==> config.mk <==
export PLATFORM = sky130hd
export DESIGN_NAME = trial_division_factor
export DESIGN_NICKNAME = d
export VERILOG_FILES = /design/src/tdf_pkg.sv /design/src/tdf_serial_div.sv /design/src/trial_division_factor.sv
export SDC_FILE = /design/constraint.sdc
export NUM_CORES = 1
export LEC_CHECK = 0
export ABC_AREA = 1
export BUFFER_PORTS_ARGS = -buffer_cell sky130_fd_sc_hd__buf_4
export CAP_MARGIN = 30
export CELL_PAD_IN_SITES_DETAIL_PLACEMENT = 0
export CELL_PAD_IN_SITES_GLOBAL_PLACEMENT = 1
export CORE_AREA = 3 3 330 332
export CTS_CLUSTER_SIZE = 12
export DETAILED_ROUTE_END_ITERATION = 6
export DIE_AREA = 0 0 333 335
export MAX_ROUTING_LAYER = met4
export PLACE_DENSITY = 0.49
export SYNTH_ARGS = -nofsm -noshare
export SYNTH_HDL_FRONTEND = slang
export SYNTH_SLANG_ARGS = --single-unit
==> constraint.sdc <==
create_clock -name clk -period 10.5 [get_ports clk]
set_input_delay 1.05 -clock clk [delete_from_list [all_inputs] [get_ports clk]]
set_output_delay 1.05 -clock clk [all_outputs]
set_load 0.01 [all_outputs]
==> src/tdf_pkg.sv <==
// Package for the trial-division factor block: sequencer state codes and
// the status group passed from the serial divider to the top level.
// No dependencies.
`timescale 1ns / 1ps
`default_nettype none

package tdf_pkg;

  typedef enum logic [1:0] {
    S_IDLE = 2'b01,
    S_RUN  = 2'b10
  } tdf_state_t;

  // Divider status, meaningful in the cycle that done is high.
  typedef struct packed {
    logic done;
    logic rem_zero;
    logic quo_lt_div;
  } tdf_div_stat_t;

endpackage

`default_nettype wire

==> src/tdf_serial_div.sv <==
// Bit-serial restoring divider: one quotient bit per cycle.
// Depends on tdf_pkg for the status struct.
`timescale 1ns / 1ps
`default_nettype none

module tdf_serial_div
  import tdf_pkg::*;
#(
  parameter int DATA_WIDTH = 64
) (
  input  wire logic                  clk,
  input  wire logic                  rst,
  input  wire logic                  start,
  input  wire logic [DATA_WIDTH-1:0] dividend,
  input  wire logic [DATA_WIDTH-1:0] divisor,
  output logic      [DATA_WIDTH-1:0] quotient,
  output tdf_div_stat_t              stat
);

  localparam int CNT_W = $clog2(DATA_WIDTH);

  logic                  running;
  logic                  done;
  logic [CNT_W-1:0]      cnt;
  logic [DATA_WIDTH-1:0] shreg;
  logic [DATA_WIDTH-1:0] rem;
  logic [DATA_WIDTH-1:0] quo;

  logic [DATA_WIDTH:0]   rem_sh;
  logic [DATA_WIDTH:0]   diff;
  logic                  fits;
  logic [DATA_WIDTH-1:0] rem_next;
  logic [DATA_WIDTH-1:0] quo_next;

  // rem < divisor always, so the shifted partial remainder fits in W+1 bits
  always_comb begin
    rem_sh   = {rem, shreg[DATA_WIDTH-1]};
    diff     = rem_sh - {1'b0, divisor};
    fits     = ~diff[DATA_WIDTH];
    rem_next = fits ? diff[DATA_WIDTH-1:0] : rem_sh[DATA_WIDTH-1:0];
    quo_next = {quo[DATA_WIDTH-2:0], fits};
  end

  always_ff @(posedge clk) begin
    if (rst) begin
      running <= 1'b0;
      done    <= 1'b0;
      cnt     <= '0;
    end else begin
      done <= 1'b0;
      if (start) begin
        running <= 1'b1;
        cnt     <= '0;
      end else if (running) begin
        cnt <= cnt + CNT_W'(1);
        if (cnt == CNT_W'(DATA_WIDTH - 1)) begin
          running <= 1'b0;
          done    <= 1'b1;
        end
      end
    end
  end

  always_ff @(posedge clk) begin
    if (start) begin
      shreg <= dividend;
      rem   <= '0;
      quo   <= '0;
    end else if (running) begin
      shreg <= {shreg[DATA_WIDTH-2:0], 1'b0};
      rem   <= rem_next;
      quo   <= quo_next;
    end
  end

  assign quotient        = quo;
  assign stat.done       = done;
  assign stat.rem_zero   = (rem == '0);
  assign stat.quo_lt_div = (quo < divisor);

endmodule

`default_nettype wire

==> src/trial_division_factor.sv <==
// Channel   Ports                                  Handshake
// input     number                                 start & !busy accepts the word
// result    small_factor, large_factor             done high for one cycle
//
// Candidates 2, 3, 5, 7, 9, ... (2, then every odd number) are tried in turn
// in the bit-serial divider. The scan ends on the first zero remainder or
// once quotient < candidate; numbers below 4 answer without a division, with
// done high in the cycle after start. Reset is synchronous and clears only
// control state. The receiver cannot stall; busy holds off start.
// Depends on tdf_pkg and tdf_serial_div.
`timescale 1ns / 1ps
`default_nettype none

module trial_division_factor
  import tdf_pkg::*;
#(
  parameter int DATA_WIDTH = 64
) (
  input  wire logic                  clk,
  input  wire logic                  rst,
  input  wire logic                  start,
  input  wire logic [DATA_WIDTH-1:0] number,
  output logic                       busy,
  output logic                       done,
  output logic      [DATA_WIDTH-1:0] small_factor,
  output logic      [DATA_WIDTH-1:0] large_factor
);

  tdf_state_t            state;
  logic                  div_start;
  logic [DATA_WIDTH-1:0] num;
  logic [DATA_WIDTH-1:0] cand;
  logic [DATA_WIDTH-1:0] quo;
  tdf_div_stat_t         stat;

  tdf_serial_div #(
    .DATA_WIDTH(DATA_WIDTH)
  ) u_div (
    .clk      (clk),
    .rst      (rst),
    .start    (div_start),
    .dividend (num),
    .divisor  (cand),
    .quotient (quo),
    .stat     (stat)
  );

  always_ff @(posedge clk) begin
    if (rst) begin
      state     <= S_IDLE;
      done      <= 1'b0;
      div_start <= 1'b0;
    end else begin
      done      <= 1'b0;
      div_start <= 1'b0;
      case (state)
        S_IDLE: begin
          if (start) begin
            if (number < DATA_WIDTH'(4)) begin
              done <= 1'b1;
            end else begin
              div_start <= 1'b1;
              state     <= S_RUN;
            end
          end
        end
        S_RUN: begin
          if (stat.done) begin
            if (stat.rem_zero || stat.quo_lt_div) begin
              done  <= 1'b1;
              state <= S_IDLE;
            end else begin
              div_start <= 1'b1;
            end
          end
        end
        default: begin
          state <= S_IDLE;
        end
      endcase
    end
  end

  // datapath registers, no reset
  always_ff @(posedge clk) begin
    if (state == S_IDLE && start) begin
      num  <= number;
      cand <= DATA_WIDTH'(2);
      if (number < DATA_WIDTH'(4)) begin
        small_factor <= DATA_WIDTH'(1);
        large_factor <= number;
      end
    end else if (state == S_RUN && stat.done) begin
      if (stat.rem_zero) begin
        small_factor <= cand;
        large_factor <= quo;
      end else if (stat.quo_lt_div) begin
        // candidate passed sqrt(num): no factor, num is prime
        small_factor <= DATA_WIDTH'(1);
        large_factor <= num;
      end else begin
        cand <= (cand == DATA_WIDTH'(2)) ? DATA_WIDTH'(3) : cand + DATA_WIDTH'(2);
      end
    end
  end

  assign busy = (state != S_IDLE);

endmodule

`default_nettype wire

### After elaboration in Yosys (flattened, before gate mapping)

Cells that the tools add are included.
Widths: inputs -> output; s select.

* add/sub/neg operators: 3
* magnitude comparators: 2
* eq/ne operators: 10
* muxes and demuxes: 33
* bitwise operators: 4
* reductions and logical operators: 12

Operator list (number)
* $mux 64: 14
* $sub 65x64->65: 1
* $add 64x2->64 const B: 1
* $eq 64x2->1 const B: 1
* $logic_not 64->1: 1
* $lt 64x3->1 const B: 1
* $lt 64x64->1: 1
* $mux 1: 12
* $mux 2: 4
* $ne 2x2->1 const B: 4
* $add 6x1->6 const B: 1
* $eq 6x6->1 const B: 1
* $reduce_and 3->1: 2
* $ne 2x1->1 const B: 2
* $not 1->1: 4
* $pmux 1 s2: 2
* $pmux 2 s2: 1
* $reduce_and 4->1: 1
* $reduce_bool 2->1: 2
* $reduce_bool 3->1: 1
* $reduce_or 3->1: 1
* $eq 2x1->1 const B: 1
* $eq 2x2->1 const B: 1
* $logic_and 1x1->1: 2
* other kinds (2): 2

* flip-flop bits (word level): 460
* word-level logic and storage cells: 77

### Logic depth before layout (Yosys ltp)

Gate-level depths: netlist of run 1.

* depth after elaboration: 5
* mapped depth: 21
* gate-level depth less buffers: 19

### Modules after synthesis

A second synthesis of run 1 with hierarchy kept.

* cells, all modules: 3798
* area total of the unflattened synthesis: 27301.2 um2

Modules (own cells, without submodules)
* tdf_serial_div: instances 1, cells an instance 2484, area each 15346.0 um2
* trial_division_factor: instances 1, cells an instance 1314, area each 11955.2 um2

### Worst setup path before layout of run 1

No wires, ideal clock.

* path type: input to register
* start point: input port start
* end point: register large_factor[0] (enable)
* arrival: 4395 ps
* required time: 10019 ps
* slack: 5624 ps
* cell stages on the path: 6
* path through: nand2_1 -> inv_1 -> clkbuf_1 -> buf_1 -> o21ai_0 -> inv_1

* cells in the longest elaborated chain, start to end: 3
* elaborated cells between the ends (all ways): 5

Ends and longest elaborated chain
* start: declaration: line trial_division_factor.sv:21 `input wire logic start,`
* $logic_and 1x1->1 (*): line trial_division_factor.sv:86 `if (state == S_IDLE && start) begin`
* $ne 2x2->1 (no source line), or another cell as far along
* $reduce_and 3->1 (no source line) (*)
* end signal: assignment: line trial_division_factor.sv:91 `large_factor <= number;`
* end signal: assignment: line trial_division_factor.sv:96 `large_factor <= quo;`
* end signal: assignment: line trial_division_factor.sv:100 `large_factor <= num;`
* end: declaration: line trial_division_factor.sv:26 `output logic [DATA_WIDTH-1:0] large_factor`

Mark *: on every way between the ends. The rest lies on a longest branch, timed or not.
A chain may end at the register's enable or synchronous reset.

### Worst setup path after layout of run 1

* start point: register cand[1]
* end point: register small_factor[4] (enable)

* cells in the longest elaborated chain, start to end: 3

Ends and longest elaborated chain
* start: declaration: line trial_division_factor.sv:32 `logic [DATA_WIDTH-1:0] cand;`
* start signal: assignment: line trial_division_factor.sv:102 `cand <= (cand == DATA_WIDTH'(2)) ? DATA_WIDTH'(3) : cand + DATA_WIDTH'(2);`
* $lt 64x64->1: line tdf_serial_div.sv:79 `assign stat.quo_lt_div = (quo < divisor);`
* $reduce_bool 3->1 (no source line)
* $reduce_and 3->1 (no source line)
* end signal: assignment: line trial_division_factor.sv:95 `small_factor <= cand;`
* end: declaration: line trial_division_factor.sv:25 `output logic [DATA_WIDTH-1:0] small_factor,`

Every way passes these cells.

==> results of run 1 <==
## cells by family (layout without fill, tap and decap cells)
group | count (synthesis) | count (layout)
adders and majority gates | 132 | 132
buffers and inverters | 583 | 793
DFF | 460 | 460
xor gates and xnor gates | 99 | 99
AOI/OAI and AO/OA | 571 | 571
and+or+nand+nor | 1653 | 1653
## sequential cells by signal, indices dropped and copies added, names as in the netlist, 2 cells and up
| signal | cells |
|---|---|
| cand | 64 |
| large_factor | 64 |
| num | 64 |
| u_div.shreg | 64 |
| state | 2 |
| u_div.cnt | 6 |
| u_div.quotient | 64 |
| small_factor | 64 |
| u_div.rem | 64 |
## critical path: stages (launching register included)
cell and delay (ns):
dfxtp_1 0.58, inv_1 0.31, ha_1 0.36, nand2_1 0.06
nand2_1 0.06, nand2_1 0.06, nand2_1 0.07, nand2_1 0.06
nand2_1 0.05, nand2_1 0.05, nand2_1 0.12, nand2_1 0.09
nand2_1 0.13, nand2_1 0.12, nand2_1 0.11, a21oi_1 0.20
o21ai_0 0.20, inv_6 0.62, buf_4 0.72
## routing by layer
metal	global-route usage, %	up-vias	wire [µm]
met3	1.93	86	2680
met5	-	-	0
met1	24.9	11100	49600
met2	29.5	322	46300
met4	3.76	0	1870
li1	-	11900	-
## per-stage QoR
step	utilization, %	worst slack [ns]	hold slack, ns	power [W]	instance area, µm²
floorplan	-	5.62	0.423	0.00590	26400
global placement	27.5	4.51	0.442	0.00757	29300
detailed placement	27.5	5.60	0.457	0.00754	29300
CTS	29.3	5.82	0.464	0.00959	31200
global route	29.3	5.44	0.496	0.0103	31200
finish	29.3	5.98	0.456	0.00943	31200
## synthesized netlist by cell type (all sizes together), types with 7 or more instances
cell    count  area share [%]
o21bai      9            0.26
o22ai      62             1.5
o21ai     276             5.2
inv       470             6.7
xor2       70             2.3
nand2     994              14
buf        27            0.76
nand3     146             2.8
edfxtp    256              29
xnor2      29            0.96
nor3       62             1.2
dfxtp     204              15
a21oi     203             3.8
nor4       55             1.3
clkbuf     84             1.2
nor2      331             4.7
nand4      57             1.3
ha        131             6.2
a21o        7            0.20
## where the power goes
part	internal (W)	switching, W	total, W
combinational	0.00146	0.00317	0.00463
sequential	0.00249	0.000316	0.00280
clock	0.00118	0.000807	0.00199
total	0.00513	0.00429	0.00943
## cell usage in the layout (no fill, tap or decap), types with 62 or more instances in the layout
master,count
nand2_1,985
inv_1,461
nor2_1,326
o21ai_0,274
edfxtp_1,256
buf_4,216
dfxtp_1,204
a21oi_1,203
nand3_1,144
ha_1,131
xor2_1,70
o22ai_1,62
## layout make-up
cell class,count,share of cell area [%]
repair buffers,216,5.20
inverters,472,5.74
flip-flops and latches,460,37.7
clock buffers,77,4.87
clock inverters,28,1.05
well taps,1403,5.63
multi-input cells,2455,39.8
## worst paths after layout
kind	from	end	slack [ns]	cells past startpoint
worst max-delay path	cand[1]$_SDFFE_PP1P_	small_factor[4]$_SDFFCE_PP0P_	5.98	18
worst min-delay path	u_div.cnt[5]$_SDFFE_PP0P_	u_div.cnt[5]$_SDFFE_PP0P_	0.46	2
worst max register to register	cand[1]$_SDFFE_PP1P_	small_factor[4]$_SDFFCE_PP0P_	5.98	18
worst min register to register	u_div.cnt[5]$_SDFFE_PP0P_	u_div.cnt[5]$_SDFFE_PP0P_	0.46	2
==> summary.md, run 1 <==
| Metric | Value |
|---|---|
| Clock skew | `0.0317 ns` |
| Routed wire length | `100 mm` |
| Fin cells | `5111` |
| Die ar. | `112000 µm²` |
| Slew HR | `38.1%` |
| Detailed placement HPWL | `77.2 mm` |
| Min-delay worst type | `reg2reg` |
| Clock sinks | `460` |
| Post-CTS Setup Repair Bufs | `0` |
| Initial DRT Pass Iterations | `5` |
| # fillers | `11800` |
| Largest family of logic cells by synthesized area | `simple AND/OR/NAND/NOR gates` |
| Via count | `23300` |
| Ys async rst share | `0%` |
| DP Cell Count | `5006` |
| H-tree depth | `2` |
| CTS Hold Bufs | `0` |
| Number of port buffers | `196` |
| Critical path arrival | `4.77 ns` |
| Vias in the first global route | `23500` |
| Row count | `120` |
| Share of layout cells above drive strength 1 | `8.93%` |
| CP max FO | `72` |
| CP startpoint kind | `flip-flop` |
| Initial core utilization | `24.8%` |
| Vias/cell | `4.57` |
| Multi-input gate area in the final layout | `12400 µm²` |
| Antenna violations before repair | `0` |
| Layout area overhead | `18.0%` |
| Post-layout min period | `4.52 ns` |
| Die W | `333 µm` |
| Diodes inserted | `0` |
| Simple-Gate Fraction of Synth Area | `25.9%` |
| Synth Instances | `3498` |
| All-layer global routing usage | `18.3%` |
| Critical Path Sink Type | `flip-flop` |
| Status | `completed` |
| FMAX | `221 MHz` |
| Drc violations | `0` |
| Kind of critical path | `reg2reg` |
| CTS Buffer Depth | `3` |
| Clock Latency Late Sink | `0.62 ns` |
| Mapped Area | `26400 µm²` |
| WP data required | `10.74 ns` |
| Top_reg_cell synth | `edfxtp_1` |
| Crit share post-route | `43.1%` |
| Max_cap viols | `0` |
| CTS Buf Count | `56` |
| CTS tree | `yes` |
| Xor/xnor cell area share of the yosys netlist | `3.28%` |
| Leakage power | `13.3 nW` |
| Max VDD drop | `0.193 mV` |
| Syn avg cell area | `7.56 µm²` |
| Cts repair resizes | `0` |
| Final Hold Fails | `0` |
| Die Y | `335 µm` |
| DR iter-0 viols | `1395` |
| Setup violations, final | `0` |
| Post-synthesis compound-gate area fraction | `11.4%` |
| TNS Setup | `0 ns` |
| Worst slew pin tran | `0.929 ns` |
| Fraction of synthesized area in multiplexers | `0%` |
| Cell variety after synth | `43` |
| GRT overflow | `0` |
| Post-Synth Adder-Cell Area | `6.28%` |
| Routed Antenna Nets | `0` |
| Max-slew violations | `0` |
| RSZ-0062 raised after global routing | `false` |
| Syn. warnings | `0` |
| Pin count of the biggest net entering global routing | `106` |
| Core area | `107000 µm²` |
| GP Congestion | `0.868` |
| # IOs | `197` |
| Global-route wire length before repair | `152 mm` |
| Flops & latches, synth | `460` |
| Power density over the cells | `302 nW/µm²` |
| Nets | `3860` |
| CTS clk-pin slew, worst paths | `0.06 ns` |
| Routed length per instance | `19.7 µm` |
| FF+latch area | `11800 µm²` |
| Post-synth EDFFs | `256` |
| Post-synthesis sequential area ratio | `44.5%` |
| Syn nets | `3697` |
| Root Buffer | `clkbuf_16` |
Note: power is estimated with default switching activity, not from simulation.
==> run 2: changes to the inputs <==
--- a/config.mk
+++ b/config.mk
@@ -5,15 +5,15 @@
 export SDC_FILE = /design/constraint.sdc
 export NUM_CORES = 1
 export LEC_CHECK = 0
-export ABC_AREA = 1
+export ABC_AREA = 0
 export BUFFER_PORTS_ARGS = -buffer_cell sky130_fd_sc_hd__buf_4
 export CAP_MARGIN = 30
 export CELL_PAD_IN_SITES_DETAIL_PLACEMENT = 0
 export CELL_PAD_IN_SITES_GLOBAL_PLACEMENT = 1
-export CORE_AREA = 3 3 330 332
+export CORE_AREA = 3 3 318 320
 export CTS_CLUSTER_SIZE = 12
 export DETAILED_ROUTE_END_ITERATION = 6
-export DIE_AREA = 0 0 333 335
+export DIE_AREA = 0 0 321 323
 export MAX_ROUTING_LAYER = met4
 export PLACE_DENSITY = 0.49
 export SYNTH_ARGS = -nofsm -noshare
==> constraint.sdc (replaced) <==
create_clock -name clk -period 3.7 [get_ports clk]
set_input_delay 0.37 -clock clk [delete_from_list [all_inputs] [get_ports clk]]
set_output_delay 0.37 -clock clk [all_outputs]
set_load 0.01 [all_outputs]
==> run 2 against run 1 <==
Net effect: sequential power grew 130%; count of clock-buffer cells in the layout grew 6; worst setup slack lost 5.9 ns; utilization grew 3.5 points; largest cell class unchanged; global-route usage is essentially flat; final cell count shrank 17%; power grew 140%; clock power grew to 2.8 times the previous value; die area shrank 7.1%; largest power group unchanged; clock skew shrank 0.0070 ns.
==> summary.md, run 2 <==
| Metric | Value |
|---|---|
| Min-delay worst type | `in2reg (was reg2reg)` |
| Die Y | `323 µm (was 335 µm)` |
| Post-synth EDFFs | `256 (unchanged)` |
| Ranking of synthesized cells by area | `edfxtp_1 31%, dfxtp_1 17%, mux2i_1 7.3% (was edfxtp_1 29%, dfxtp_1 15%, nand2_1 14%)` |
| Syn nets | `2621 (was 3697)` |
| Final Hold Fails | `0 (unchanged)` |
| Row count | `115 (was 120)` |
| Commonest cells after routing, fill and taps aside | `458 x buf_4, 256 x edfxtp_1, 235 x nor2_1 (was 985 x nand2_1, 461 x inv_1, 326 x nor2_1)` |
| Ys async rst share | `0% (unchanged)` |
| H-tree depth | `2 (unchanged)` |
| Top_reg_cell synth | `edfxtp_1 (unchanged)` |
| Synth Instances | `2422 (was 3498)` |
| Commonest non-fill, non-tap cell in the layout | `buf_4 (was nand2_1)` |
| Die ar. | `104000 µm² (was 112000 µm²)` |
| Mapped Area | `24600 µm² (was 26400 µm²)` |
| Routed Antenna Nets | `0 (unchanged)` |
| Worst r2r dst | `cand[63]$_SDFFE_PP0P_ (was small_factor[4]$_SDFFCE_PP0P_)` |
| CTS Buffer Depth | `3 (unchanged)` |
| Post-layout min period | `3.67 ns (was 4.52 ns)` |
| # IOs | `197 (unchanged)` |
| Crit share post-route | `99.1% (was 43.1%)` |
| FMAX | `273 MHz (was 221 MHz)` |
| Setup violations, final | `0 (unchanged)` |
| Slew HR | `45.4% (was 38.1%)` |
| WP data required | `4.22 ns (was 10.74 ns)` |
| Layout area overhead | `31.1% (was 18.0%)` |
| Critical path arrival | `4.19 ns (was 4.77 ns)` |
| Max-slew violations | `0 (unchanged)` |
| Cell variety after synth | `74 (was 43)` |
| Routed length per instance | `22.2 µm (was 19.7 µm)` |
| Nets | `3083 (was 3860)` |
| CTS Buf Count | `56 (unchanged)` |
| Clock skew | `0.0247 ns (was 0.0317 ns)` |
| Critical Path End | `cand[63]$_SDFFE_PP0P_ (was small_factor[4]$_SDFFCE_PP0P_)` |
| Global-route wire length before repair | `139 mm (was 152 mm)` |
| Core area | `98400 µm² (was 107000 µm²)` |
| Initial core utilization | `25.0% (was 24.8%)` |
| All-layer global routing usage | `18.3% (about the same)` |
| Die W | `321 µm (was 333 µm)` |
| Most numerous cell in the Yosys netlist | `edfxtp_1 (was nand2_1)` |
| Reg2reg start | `cand[34]$_SDFFE_PP0P_ (was cand[1]$_SDFFE_PP1P_)` |
| Worst-case reg-to-reg path depth | `14 (was 18)` |
| Antenna violations before repair | `3 (was 0)` |
| Syn avg cell area | `10.1 µm² (was 7.56 µm²)` |
| Vias in the first global route | `20700 (was 23500)` |
| DR iter-0 viols | `1459 (was 1395)` |
| Via count | `20400 (was 23300)` |
| Initial DRT Pass Iterations | `5 (unchanged)` |
| Number of port buffers | `196 (unchanged)` |
| CTS tree | `yes (unchanged)` |
| Max VDD drop | `0.456 mV (was 0.193 mV)` |
| GP Congestion | `0.871 (was 0.868)` |
| Share of layout cells above drive strength 1 | `24.4% (was 8.93%)` |
| Pin count of the biggest net entering global routing | `115 (was 106)` |
| Post-synthesis sequential area ratio | `47.9% (was 44.5%)` |
| Detailed placement HPWL | `73.0 mm (was 77.2 mm)` |
| Syn. warnings | `0 (unchanged)` |
| GRT overflow | `0 (unchanged)` |
| Clock Latency Late Sink | `0.63 ns (was 0.62 ns)` |
| Kind of critical path | `reg2reg (unchanged)` |
| # fillers | `10200 (was 11800)` |
| Max_cap viols | `0 (unchanged)` |
| Leakage power | `12.4 nW (was 13.3 nW)` |
| Drc violations | `0 (unchanged)` |
| CP max FO | `16 (was 72)` |
| Routed wire length | `93.7 mm (was 100 mm)` |
| Root Buffer | `clkbuf_16 (unchanged)` |
| Synth top area share | `31.3% (was 29.1%)` |
| Placement Setup Slack | `-0.206 ns (was 5.60 ns)` |
| Flops & latches, synth | `460 (unchanged)` |
| Synth area leader | `edfxtp_1 (unchanged)` |
| Vias/cell | `4.82 (was 4.57)` |
| Worst slew pin tran | `0.818 ns (was 0.929 ns)` |
| Worst Setup SP | `cand[34]$_SDFFE_PP0P_ (was cand[1]$_SDFFE_PP1P_)` |
| Top cells by count, synth | `256 x edfxtp_1, 239 x nor2_1, 204 x dfxtp_1 (was 986 x nand2_1, 464 x inv_1, 329 x nor2_1)` |
| CTS clk-pin slew, worst paths | `0.06 ns (about the same)` |
| Reg2Reg Setup Slack | `0.03 ns (was 5.98 ns)` |
| RSZ-0062 raised after global routing | `false (unchanged)` |
| Status | `completed (unchanged)` |
| Post-route setup slack | `0.0338 ns (was 5.98 ns)` |
| Power density over the cells | `695 nW/µm² (was 302 nW/µm²)` |
| Power Total | `0.0224 W (was 0.00943 W)` |
| Critical Path Sink Type | `flip-flop (unchanged)` |
| Clock sinks | `460 (unchanged)` |
| CP startpoint kind | `flip-flop (unchanged)` |
[run 2: cell types whose count changed after synthesis, moves of 79 or more]
cell / before / now
and3_1: 0 / 79
nand3_1: 144 / 43
nand2_1: 986 / 176
inv_1: 464 / 92
nor2_1: 329 / 239
mux2i_1: 0 / 178
o21ai_0: 274 / 127
[run 2: through the flow]
stage / instances / hold slack (ns) / cell area (µm²) / TNS (ns) / util [%]
final: 4221 / 0.178 / 32200 / 0 / 32.7
after global routing: 4220 / 0.203 / 32200 / 0 / 32.7
after CTS: 4217 / 0.118 / 32100 / 0 / 32.6
after detailed placement: 4044 / 0.485 / 29500 / -0.968 / 30.0
after global placement: 4044 / 0.466 / 29500 / -1.53 / 30.0
after floorplan: 2422 / 0.442 / 24700 / -105.09 / -
[run 2: cell type report]
type	count	area, µm²	area share, %
sequential	460	11800	36.7
tap	1287	1610	5.00
clock inverter	23	282	0.874
clock buffer	83	1590	4.95
inverter	93	362	1.12
antenna	2	5.00	0.0155
timing repair buffer	542	4440	13.8
multi-input combinational	1731	12100	37.6
[run 2: routing by layer]
metal  up-vias  global-route usage (%)  routed length [µm]
met5         -                       -                   0
met4         0                    4.45                2280
met3       105                    1.94                3190
met2       446                    28.1               41600
met1      9967                    25.8               46600
li1       9848                       -                   -
[run 2: report_power, final]
group | switching, W | internal [W]
clock | 0.00234 | 0.00334
sequential | 0.000559 | 0.00598
combinational | 0.00561 | 0.00456
[run 2: how the worst min path moves through the flow]
stage                                    from                         to  slack (ns)  cells past startpoint
floorplan                                 rst   u_div.running$_SDFF_PP0_        0.44                      1
global placement    u_div.cnt[5]$_SDFFE_PP0P_  u_div.cnt[5]$_SDFFE_PP0P_        0.47                      2
detailed placement  u_div.cnt[5]$_SDFFE_PP0P_  u_div.cnt[5]$_SDFFE_PP0P_        0.49                      2
CTS                                     start      state[0]$_SDFFE_PP1P_        0.12                      3
global route                            start      state[1]$_SDFFE_PP0P_        0.20                      3
finish                                  start      state[0]$_SDFFE_PP1P_        0.18                      3
[run 2: what timing repair did]
item                                    CTS  global route
buffers inserted                          2             2
pin swaps                                 3             6
hold buffers                             65             0
hold endpoints to repair                 69             0
resized for setup                         9            27
endpoints found under the setup margin   25            77
[run 2: logic make-up after synthesis]
kind of cell	after synthesis	synth area share, %
simple gates	780	15.6
flops	460	47.9
compound gates	457	11.4
mux	247	10.4
buf+inv	231	3.72
fa+ha+maj	132	6.75
xor+xnor	115	4.16
[run 2: worst max-delay path: stages, from the launching register on]
cell and delay [ns]:
dfxtp_2 0.35, clkinvlp_4 0.25, ha_4 0.37, nand4_1 0.34, nor4_2 0.36, buf_4 0.15, nor3b_2 0.14, a32oi_1 0.13
buf_4 0.17, o21a_1 0.13, buf_4 0.21, buf_6 0.18, or4_4 0.56, xnor2_2 0.13, nor2_1 0.05
